### src/hdl/ftjc_divider.sv
// ftjc_divider: restoring serial divider, one quotient bit per cycle
// depends on nothing
module ftjc_divider #(
    parameter int NUM_BITS = 34,
    parameter int DEN_BITS = 11
) (
    input  logic                clk,
    input  logic                rst_n,
    input  logic                start,
    input  logic [NUM_BITS-1:0] num,
    input  logic [DEN_BITS-1:0] den,
    output logic                done,
    output logic [NUM_BITS-1:0] quo
);
    localparam int CB = $clog2(NUM_BITS + 1);
    logic [NUM_BITS-1:0] quo_reg;
    logic [DEN_BITS:0]   rem_reg;
    logic [DEN_BITS-1:0] den_reg;
    logic [CB-1:0]       cnt_reg;
    logic                busy_reg;
    logic                done_reg;
    logic [DEN_BITS+1:0] trial;

    assign trial = {rem_reg, quo_reg[NUM_BITS-1]} - {2'b00, den_reg};

    always_ff @(posedge clk or negedge rst_n) begin
        if (!rst_n)
        begin
            busy_reg <= 1'b0;
            done_reg <= 1'b0;
            cnt_reg  <= '0;
        end
        else
        begin
            done_reg <= 1'b0;
            if (start)
            begin
                busy_reg <= 1'b1;
                cnt_reg  <= CB'(NUM_BITS);
                quo_reg  <= num;
                rem_reg  <= '0;
                den_reg  <= den;
            end
            else if (busy_reg)
            begin
                if (!trial[DEN_BITS+1])
                begin
                    rem_reg <= trial[DEN_BITS:0];
                    quo_reg <= {quo_reg[NUM_BITS-2:0], 1'b1};
                end
                else
                begin
                    rem_reg <= {rem_reg[DEN_BITS-1:0], quo_reg[NUM_BITS-1]};
                    quo_reg <= {quo_reg[NUM_BITS-2:0], 1'b0};
                end
                cnt_reg <= cnt_reg - 1'b1;
                if (cnt_reg == CB'(1))
                begin
                    busy_reg <= 1'b0;
                    done_reg <= 1'b1;
                end
            end
        end
    end
    assign done = done_reg;
    assign quo  = quo_reg;
endmodule

### config.mk
export PLATFORM = sky130hd
export DESIGN_NAME = ftjc_divider
export DESIGN_NICKNAME = d
export VERILOG_FILES = /design/src/hdl/ftjc_divider.sv
export SDC_FILE = /design/constraint.sdc
export NUM_CORES = 1
export LEC_CHECK = 0
export ABC_CLOCK_PERIOD_IN_PS = 2780
export BUFFER_PORTS_ARGS = -buffer_cell sky130_fd_sc_hd__buf_2
export CAP_MARGIN = 25
export CORE_UTILIZATION = 49
export CTS_CLUSTER_SIZE = 25
export DETAILED_ROUTE_END_ITERATION = 10
export PLACE_DENSITY = 0.77
export SKIP_CTS_REPAIR_TIMING = 1
export SLEW_MARGIN = 20
export SYNTH_ARGS = -nofsm -noshare
export SYNTH_HDL_FRONTEND = slang
export SYNTH_SLANG_ARGS = --single-unit
### constraint.sdc
create_clock -name clk -period 2.78 [get_ports clk]
set_input_delay 0.417 -clock clk [delete_from_list [all_inputs] [get_ports clk]]
set_output_delay 0.417 -clock clk [all_outputs]
set_load 0.05 [all_outputs]
Word level (Yosys, flattened, before mapping)
Index checks and enable logic that the tools add are counted.

Output and inout port bits: 35. Register bits: 65.

Equal/unequal tests: 1. $add $sub $neg: 2. Reduce and logical (&&, ||, !) cells: 3. Mux-type cells: 13.

Operators with widths (number): 34-bit 2-to-1 mux (2); 12-bit 2-to-1 mux (2); 13-bit by 11-bit subtractor with 13-bit output (1); 6-bit 2-to-1 mux (2); 1-bit 2-to-1 mux (7); 6-bit by 1-bit equality test with 1-bit output, second input constant (1); 6-bit by 1-bit subtractor with 6-bit output, second input constant (1); 2-bit AND reduction (2); 2-bit nonzero test (1).

Logic depth before layout (Yosys ltp)
Gate-level depths: netlist of the first run.

Depth after elaboration: 4. Mapped depth: 12. Mapped depth without buffers: 10.

Worst setup path after synthesis of the first run
OpenSTA, ideal clock, no wires.

Kind: register -> register. Start point: register quo_reg[33] (netlist: quo[33]). End point: register rem_reg[2] (data pin). Data arrival time: 3.000 ns. Buffers on the path: 2. Slack: -0.481 ns. Stages on the path, launching flop included: 13. Library setup time: 0.261 ns. Cell sequence: edfxtp_1 > inv_1 > ha_1 > inv_1 > fa_1 > a21o_1 > a221oi_2 > a211oi_2 > or3_1 > buf_2 > and2_4 > buf_6 > a221o_1.

Cells in the longest elaborated chain, start to end: 3.

Ends and longest elaborated chain: start: declaration (line 16) `logic [NUM_BITS-1:0] quo_reg;`; start signal: assignment (line 40) `quo_reg <= num;`; start signal: assignment (line 49) `quo_reg <= {quo_reg[NUM_BITS-2:0], 1'b1};`; start signal: assignment (line 54) `quo_reg <= {quo_reg[NUM_BITS-2:0], 1'b0};`; 13-bit by 11-bit subtractor with 13-bit output (line 24) `assign trial = {rem_reg, quo_reg[NUM_BITS-1]} - {2'b00, den_reg};`; 12-bit 2-to-1 mux (line 46) `if (!trial[DEN_BITS+1])`; 12-bit 2-to-1 mux (line 44) `else if (busy_reg)`; end signal: assignment (line 48) `rem_reg <= trial[DEN_BITS:0];`; end signal: assignment (line 53) `rem_reg <= {rem_reg[DEN_BITS-1:0], quo_reg[NUM_BITS-1]};`; end: declaration (line 17) `logic [DEN_BITS:0] rem_reg;`.

Every way passes these cells. A chain may end at the register's enable or synchronous reset.

Final worst setup path of the first run
Start point: register quo_reg[33] (netlist: quo[33]). End point: register rem_reg[3] (data pin).

Same word-level chain as after synthesis.

==> flow_summary.ini, run 1 <==
[clock_tree]
cts_tree = done
clock_latency_ns = 0.34
root_buffer = clkbuf_8
cts.clk_slew.worst_paths_ns = 0.07
clock_path_buffers = 2
h-tree-depth = 3
cts_sinks = 65
cts_buffers = 9

[synthesis]
synth.top_cells.by_area = edfxtp_1, mux2_2, dfrtp_1
avgSynthCellArea_um2 = 12.6
syn-cell-area_mm2 = 0.00347
yosys.area.top_type = edfxtp_1
ys_ff_latch = 65
synth_ff_type = edfxtp_1
yosysWarningCount = 0
seq_area_frac_synth_pct = 55.0
synth_cell_type_count = 51
synth_enable_flop_cells = 57
yosysMostFrequentCell = edfxtp_1
synth_nets = 338
synthTopCellsByCount = edfxtp_1, mux2_2, nor2_1
postSynthCellCount = 276
synthArstFlopShare_pct = 12.3
netlist.area_leader.share_pct = 49.3

[setup_path]
cp_top_family = compound AO/OA/AOI/OAI gates
worstPathRequired_ns = 2.94
crit_buf_inv = 3
max_stage_delay_ns = 0.39
r2r_end = rem_reg[3]
endpoint_kind = flip-flop
r2r_slack_ns = -0.02
critPathMaxFanout = 5
crit_arrival_ns = 2.96
r2r_start = quo[33]
crit_slowest_cell = edfxtp_1
worstPathCellList = inv_1, ha_2, inv_2, fa_2, a21o_1, a221oi_4, a211oi_2, or3_4, buf_6, a21bo_2, a311oi_1
critical_path_depth = 11
start_kind = flip-flop
r2r_cells = 11
critical_path_class = flip-flop to flip-flop

[cells_and_area]
largest_reg_flops = 34
fillers = 546
diodes = 0
drive_gt1_share_pct = 44.3
finalNonFillerCells = 482
multi_input_area_mm2 = 0.00150
syn2layout_area_growth_pct = 27.0
nNetsFinal = 443
final-seq-area_mm2 = 0.00191

[floorplanning]
ios = 83
core_area_mm2 = 0.00683
rows = 30
die_y_um = 86.2
initial_core_util_pct = 50.8
die_w_um = 86.2
fp.dieArea_mm2 = 0.00743

[route]
first_iter_violations = 234
vias_per_cell = 5.42
routed_wl_um = 7460
drc = 0
wire_per_inst_um = 15.5
dr.pass1.iters = 4
vias = 2611
wl_met3_um = 453
drt-met1-wl_um = 3190
dr_wl_met2_um = 3680
detail-route-antenna-nets = 0
top_layer = met4

[timing]
maxSlewViolCount = 0
rsz0062_at_grt = true
slew_headroom_pct = 57.5
hold_violations = 0
min_period_ns = 2.80
fin_ws_ns = -0.0187
setup_viol = 3
clock_skew_ns = 0.00437
worst_slew_pin_slew_ns = 0.632
period_share_pct = 101
timing.fmax_ghz = 0.357

[placed_design]
hpwlAfterDp_um = 5460
place_inst = 459
port_buffers = 82
place.gp.congestion = 0.852

[power_and_ir_drop]
power.total_mw = 3.01
cellPowerDensity_mw_per_mm2 = 682
ir_worst_vdd_mv = 0.473
p_leak_nw = 1.89

[outcome]
status = complete, but fails checks
violations = negative setup slack

[grt]
grt_use_total_pct = 21.7
overflow = 0
grt_max_degree = 28
grt_pass1_vias = 2576
antenna_found_initial = 0
grt_pass1_wl_um = 12200

[hold_path]
min-delay-start = den[6]
hold_path_depth = 1
whs_endpoint = den_reg[6]
hold_class = primary input to flip-flop

[run]
cap_violations = 0
logic make-up after synthesis:
logic type	share of synthesized area [%]
AND/OR/NAND/NOR	9.69
flip-flops	55.0
AO/OA/AOI/OAI	12.1
multiplexers	11.3
buffers and inverters	3.53
adder cells (fa/ha/maj)	5.26
XOR/XNOR	3.03
worst max path at each step:
stage,startpoint,endpoint,slack (ns)
floorplan,quo[33],rem_reg[2],-0.39
global placement,quo[33],rem_reg[3],0.04
detailed placement,quo[33],rem_reg[4],-0.05
CTS,quo[33],rem_reg[4],-0.07
global route,quo[33],rem_reg[3],-0.14
finish,quo[33],rem_reg[3],-0.02
layout make-up:
class,count,area share (%)
inverters,18,1.53
clock inverters,7,1.93
clock buffers,9,2.81
flip-flops and latches,65,43.3
repair buffers,106,13.6
multi-input cells,181,34.1
well taps,96,2.72
power by group:
| part | leakage [nW] | internal (mW) | switching (mW) |
|---|---|---|---|
| logic | 1.13 | 0.393 | 0.497 |
| registers | 0.653 | 1.18 | 0.0697 |
| clock network | 0.106 | 0.496 | 0.371 |
metal layers:
layer	global-route usage (%)	up-vias
met5	0	-
met4	10.0	0
met3	5.62	15
met2	34.4	94
met1	28.1	1244
li1	-	1258
metrics by stage:
| stage | setup slack [ns] | utilization, % | hold slack, ns | setup TNS (ns) | instance area (um^2) |
|---|---|---|---|---|---|
| floorplan | -0.392 | - | 0.121 | -2.77 | 3490 |
| global placement | 0.0413 | 59.9 | 0.275 | 0 | 4090 |
| detailed placement | -0.0454 | 59.9 | 0.280 | -0.0741 | 4090 |
| CTS | -0.0735 | 63.0 | -0.0868 | -0.206 | 4300 |
| global route | -0.143 | 64.6 | 0.233 | -1.10 | 4410 |
| finish | -0.0187 | 64.6 | 0.253 | -0.0256 | 4410 |
layout by cell type, fill, tap and decap left out, types with 6 or more instances in the layout:
| cell | instances |
|---|---|
| inv_1 | 17 |
| o21ai_0 | 6 |
| ha_1 | 12 |
| clkbuf_8 | 9 |
| xnor2_1 | 11 |
| a21oi_1 | 9 |
| a21o_1 | 9 |
| nor2_1 | 20 |
| dfrtp_1 | 8 |
| buf_4 | 18 |
| edfxtp_1 | 57 |
| nand3_1 | 6 |
| mux2_2 | 34 |
| nand4_1 | 6 |
| buf_2 | 84 |
| nand2_1 | 8 |
No activity file was read; power rests on OpenSTA's default activity.
==> run 2, diff against run 1 <==
--- a/config.mk
+++ b/config.mk
@@ -5,6 +5,7 @@
 export SDC_FILE = /design/constraint.sdc
 export NUM_CORES = 1
 export LEC_CHECK = 0
+export ABC_AREA = 1
 export ABC_CLOCK_PERIOD_IN_PS = 2780
 export BUFFER_PORTS_ARGS = -buffer_cell sky130_fd_sc_hd__buf_2
 export CAP_MARGIN = 25
==> run 2 against run 1 <==
Compared with the run above: the run now ends clean; critical path depth grew 1; total power shrank 4.3%; synthesized area grew 1.9%; count of clock-buffer cells in the layout is the same; non-clock buffer count shrank 19; flip-flop and latch count is the same; cell count grew 27%; routed wire length grew 3.5%; critical path type unchanged.
==> flow_summary.ini, run 2 <==
[setup_path]
endpoint_kind = flip-flop
crit_arrival_ns = 2.41
start_kind = flip-flop
critical_path_class = flip-flop to flip-flop
r2r_slack_ns = 0.46
worstPathRequired_ns = 2.87
critPathMaxFanout = 11

[synthesis]
ys_ff_latch = 65
synthArstFlopShare_pct = 12.3
synth.top_cells.by_area = edfxtp_1, nand2_1, inv_1
yosysMostFrequentCell = nand2_1
yosysWarningCount = 0
synthMuxAreaShare_pct = 0
synth_ff_type = edfxtp_1
synth_cell_type_count = 26
synthXorXnorAreaFrac_pct = 1.73
synthAdderAreaFrac_pct = 5.16
synth_top_family_by_area = simple AND/OR/NAND/NOR gates
yosys.area.top_type = edfxtp_1
syn-cell-area_mm2 = 0.00354
synth_nets = 484
synth_enable_flop_cells = 57
seq_area_frac_synth_pct = 54.0
netlist.area_leader.share_pct = 48.3
synth_compound_area_share_pct = 2.97
synthTopCellsByCount = nand2_1, edfxtp_1, inv_1
avgSynthCellArea_um2 = 8.39
postSynthCellCount = 422
yosys.area_share.simple_pct = 28.6

[power_and_ir_drop]
pwr-share-comb_pct = 26.0
cellPowerDensity_mw_per_mm2 = 675
p_int_mw = 1.92
p_sw_share_pct = 33.4
pwr-share-seq_pct = 43.0
ir_worst_vdd_mv = 0.346
power.total_mw = 2.88
p_leak_nw = 2.21
power.switching_mw = 0.961
p_clk_share_pct = 31.0

[floorplanning]
die_y_um = 87.0
fp.dieArea_mm2 = 0.00757
core_area_mm2 = 0.00687
initial_core_util_pct = 51.5
rows = 30
die_w_um = 87.0
ios = 83

[timing]
maxSlewViolCount = 0
slew_headroom_pct = 39.6
min_period_ns = 2.32
rsz0062_at_grt = false
setup_viol = 0
clock_skew_ns = 0.00880
holdWs_ns = 0.0453
timing.fmax_ghz = 0.432
period_share_pct = 83.3
fin_tns_setup_ns = 0
worst_slew_pin_slew_ns = 0.902
hold_violations = 0
fin_ws_ns = 0.464

[grt]
grt_max_degree = 37
grt_pass1_vias = 2793
grt_pass1_wl_um = 12500
overflow = 0
antenna_found_initial = 0
grt_use_total_pct = 21.8

[placed_design]
place.gp.congestion = 0.886
pre_cts_ws_ns = 0.497
hpwlAfterDp_um = 5610
port_buffers = 82

[run]
cap_violations = 0

[clock_tree]
clock_path_buffers = 2
h-tree-depth = 3
root_buffer = clkbuf_8
cts_sinks = 65
cts_tree = done
cts_buffers = 9
cts.clk_slew.worst_paths_ns = 0.08
clock_latency_ns = 0.34

[route]
drc = 0
vias = 2970
wire_per_inst_um = 12.7
routed_wl_um = 7730
vias_per_cell = 4.87
first_iter_violations = 186
detail-route-antenna-nets = 0
dr.pass1.iters = 4

[hold_path]
hold_class = primary input to async pin

[cells_and_area]
largest_reg_flops = 34
nNetsFinal = 571
fillers = 583
drive_gt1_share_pct = 21.0
diodes = 0
most-common-layout-cells = nand2_1, buf_2, edfxtp_1, inv_1, nand3_1
syn2layout_area_growth_pct = 20.5
final_common_cell = nand2_1

[outcome]
status = completed
## run 2: final cells by class
| cell class | count | area, um^2 | share of cell area [%] |
|---|---|---|---|
| flip-flops and latches | 65 | 1910 | 44.8 |
| multi-input cells | 291 | 1370 | 32.0 |
| repair buffers | 87 | 448 | 10.5 |
| inverters | 55 | 206 | 4.84 |
| clock buffers | 9 | 124 | 2.90 |
| well taps | 96 | 120 | 2.81 |
| clock inverters | 7 | 92.6 | 2.17 |
## run 2: per-layer routing
layer,global-route usage [%],share of wire (%)
met4,7.27,0.71
met1,29.1,44
met3,5.69,6.3
met5,0,0
met2,34.6,49
## run 2: through the flow
step,instances,instance area (um^2),util [%]
final,610,4270,62.1
after global routing,610,4270,62.1
after CTS,610,4270,62.1
after detailed placement,594,4050,59.0
after global placement,594,4050,59.0
after floorplan,422,3540,-
## run 2: final timing paths
kind / from / to / cells past startpoint
max in group asynchronous: rst_n / cnt_reg[4] / 1
worst max-delay path: quo[33] / rem_reg[2] / 12
worst max register to register: quo[33] / rem_reg[2] / 12
min in group clk: den[7] / den_reg[7] / 1
worst min-delay path: rst_n / cnt_reg[1] / 1
worst min register to register: cnt_reg[5] / cnt_reg[5] / 1
## run 2: cells by family after synthesis
kind of cell | after synthesis
and+or+nand+nor | 250
buffers and inverters | 66
DFF | 65
AOI/OAI and AO/OA | 20
adders and majority gates | 14
xor gates and xnor gates | 7
## run 2: worst max-delay path: stages (launching register included)
cell and delay, ns:
edfxtp_1 0.41, inv_1 0.10, ha_1 0.14, inv_1 0.07
fa_1 0.43, nand3_1 0.11, nand3_2 0.12, nand3_2 0.11
nand4_1 0.12, nand2_2 0.23, nand2_1 0.09, nand3_1 0.09
nand2_1 0.05
## run 2: power groups by stage
| stage | sequential (mW) | clock (mW) | combinational, mW |
|---|---|---|---|
| 2_1_floorplan | 1.37 | 0 | 0.454 |
| 3_3_place_gp | 1.26 | 0 | 0.722 |
| 3_5_place_dp | 1.26 | 0 | 0.746 |
| 4_1_cts | 1.24 | 0.897 | 0.749 |
| 5_1_grt | 1.25 | 0.935 | 0.836 |
| 6_report | 1.24 | 0.892 | 0.749 |
==> run 3, diff against run 2 <==
--- a/config.mk
+++ b/config.mk
@@ -5,14 +5,14 @@
 export SDC_FILE = /design/constraint.sdc
 export NUM_CORES = 1
 export LEC_CHECK = 0
-export ABC_AREA = 1
-export ABC_CLOCK_PERIOD_IN_PS = 2780
+export ABC_AREA = 0
+export ABC_CLOCK_PERIOD_IN_PS = 2350
 export BUFFER_PORTS_ARGS = -buffer_cell sky130_fd_sc_hd__buf_2
 export CAP_MARGIN = 25
-export CORE_UTILIZATION = 49
+export CORE_UTILIZATION = 54
 export CTS_CLUSTER_SIZE = 25
 export DETAILED_ROUTE_END_ITERATION = 10
-export PLACE_DENSITY = 0.77
+export PLACE_DENSITY = 0.8
 export SKIP_CTS_REPAIR_TIMING = 1
 export SLEW_MARGIN = 20
 export SYNTH_ARGS = -nofsm -noshare
==> constraint.sdc (replaced) <==
create_clock -name clk -period 2.35 [get_ports clk]
set_input_delay 0.3525 -clock clk [delete_from_list [all_inputs] [get_ports clk]]
set_output_delay 0.3525 -clock clk [all_outputs]
set_load 0.05 [all_outputs]
==> run 3 against run 2 <==
Compared with the run above: largest cell class unchanged; clock skew fell by 0.0022 ns; non-clock buffer count grew 36; worst hold slack gained 0.11 ns; the run now ends with negative setup slack left; critical endpoint is now rem_reg[4].
==> flow_summary.ini, run 3 (synthesis gave the netlist of run 1 again) <==
[clock_tree]
clock_latency_ns = 0.35
clock_path_buffers = 2
cts_tree = done
cts.clk_slew.worst_paths_ns = 0.08
cts_buffers = 9
h-tree-depth = 3
root_buffer = clkbuf_8
cts_sinks = 65

[timing]
slew_headroom_pct = 62.0
clock_skew_ns = 0.00658
fin_ws_ns = -0.487
timing.fmax_ghz = 0.352
worst_slew_pin_slew_ns = 0.564
holdWs_ns = 0.154
hold_violations = 0
rsz0062_at_grt = true
period_share_pct = 121
setup_viol = 13
min_period_ns = 2.84
maxSlewViolCount = 0

[route]
first_iter_violations = 209
routed_wl_um = 8110
wire_per_inst_um = 17.0
detail-route-antenna-nets = 0
vias = 2712
dr.pass1.iters = 4
drc = 0
vias_per_cell = 5.67

[hold_path]
hold_class = primary input to async pin

[grt]
overflow = 0
busiest_layer = met2
met3_usage_pct = 5.60
grt_use_met2_pct = 42.6
antenna_found_initial = 0
grt_use_total_pct = 25.7
grt_pass1_wl_um = 12500
grt_pass1_vias = 2702
met1_usage_pct = 29.6
grt_max_degree = 35

[cells_and_area]
nNetsFinal = 460
drive_gt1_share_pct = 48.1
diodes = 0
most-common-layout-cells = buf_2, edfxtp_1, buf_4, mux2_2, nor2_1
final_cell_area_mm2 = 0.00451
final_common_cell = buf_2
finalNonFillerCells = 478
largest_reg_flops = 34
syn2layout_area_growth_pct = 29.8
fillers = 413

[floorplanning]
ios = 83
rows = 28
die_y_um = 82.2
initial_core_util_pct = 57.3
core_area_mm2 = 0.00606
die_w_um = 82.2
fp.dieArea_mm2 = 0.00676

[outcome]
violations = negative setup slack
status = complete, but fails checks

[setup_path]
start_kind = flip-flop
critical_path_class = flip-flop to flip-flop
endpoint_kind = flip-flop
critPathMaxFanout = 6
crit_arrival_ns = 3.01
worstPathRequired_ns = 2.53
crit_slowest_cell = edfxtp_1
worstPathCellList = inv_1, ha_2, inv_2, fa_2, a21o_1, a221oi_4, a211oi_2, or3_4, buf_6, a21bo_2, a311oi_1
max_stage_delay_ns = 0.40

[power_and_ir_drop]
ir_worst_vdd_mv = 0.534
cellPowerDensity_mw_per_mm2 = 806
p_leak_nw = 1.97

[run]
cap_violations = 0

[placed_design]
port_buffers = 82
place.gp.congestion = 0.833
place_area_mm2 = 0.00422
hpwlAfterDp_um = 5630
place_inst = 459
## run 3: cell count changes in the layout (fill, tap and decap cells not counted), moves of 4 or more
cell and delta:
inv_1 -37, a21o_1 +9, a21oi_1 -4, a21bo_2 +4, xnor2_1 +8, buf_4 +32
nand3_1 -16, nor2_1 +6, nand2_1 -190, mux2_2 +34
## run 3: path summary, 6_finish.rpt
path | start | endpoint | slack, ns | depth (start not counted)
worst max-delay path | quo[33] | rem_reg[4] | -0.49 | 11
worst max register to register | quo[33] | rem_reg[4] | -0.49 | 11
worst min register to register | cnt_reg[4] | done | 0.53 | 1
min in group clk | den[1] | den_reg[1] | 0.17 | 1
worst min-delay path | rst_n | cnt_reg[0] | 0.15 | 2
max in group asynchronous | rst_n | cnt_reg[4] | 2.04 | 2
## run 3: layout make-up
| class | instances | area, um^2 | area share (%) |
|---|---|---|---|
| Clock buffer | 9 | 124 | 2.75 |
| Multi-Input combinational cell | 181 | 1510 | 33.4 |
| Timing Repair Buffer | 123 | 727 | 16.1 |
| Clock inverter | 7 | 76.3 | 1.69 |
| Inverter | 18 | 67.6 | 1.50 |
| Sequential cell | 65 | 1910 | 42.4 |
| Tap cell | 75 | 93.8 | 2.08 |
## run 3: routing by layer
metal | vias to the layer above | wire length (um)
met5 | - | 0
met4 | 0 | 285
met3 | 28 | 482
met2 | 100 | 4130
met1 | 1294 | 3210
li1 | 1290 | -
## run 3: through the flow
stage / setup TNS, ns / worst slack (ns) / utilization, % / power, mW
after detailed placement: -5.37 / -0.514 / 69.7 / 2.60
after global placement: -4.07 / -0.396 / 69.7 / 2.56
after CTS: -5.57 / -0.530 / 73.0 / 3.58
after global routing: -6.78 / -0.604 / 74.4 / 3.78
after floorplan: -7.86 / -0.822 / - / 2.23
final: -5.20 / -0.487 / 74.4 / 3.63
## run 3: critical path, delay by kind of cell (launching register included)
family | cells | cell delay, ns
simple gates | 1 | 0.37
flops | 1 | 0.40
fa+ha+maj | 2 | 0.53
compound gates | 5 | 1.09
buf+inv | 3 | 0.27
## run 3: power breakdown
group	leakage, nW	total, mW	switching (mW)	internal (mW)
clock network	0.0966	0.972	0.474	0.498
registers	0.653	1.48	0.0791	1.40
logic	1.22	1.18	0.643	0.538
total	1.97	3.63	1.20	2.44
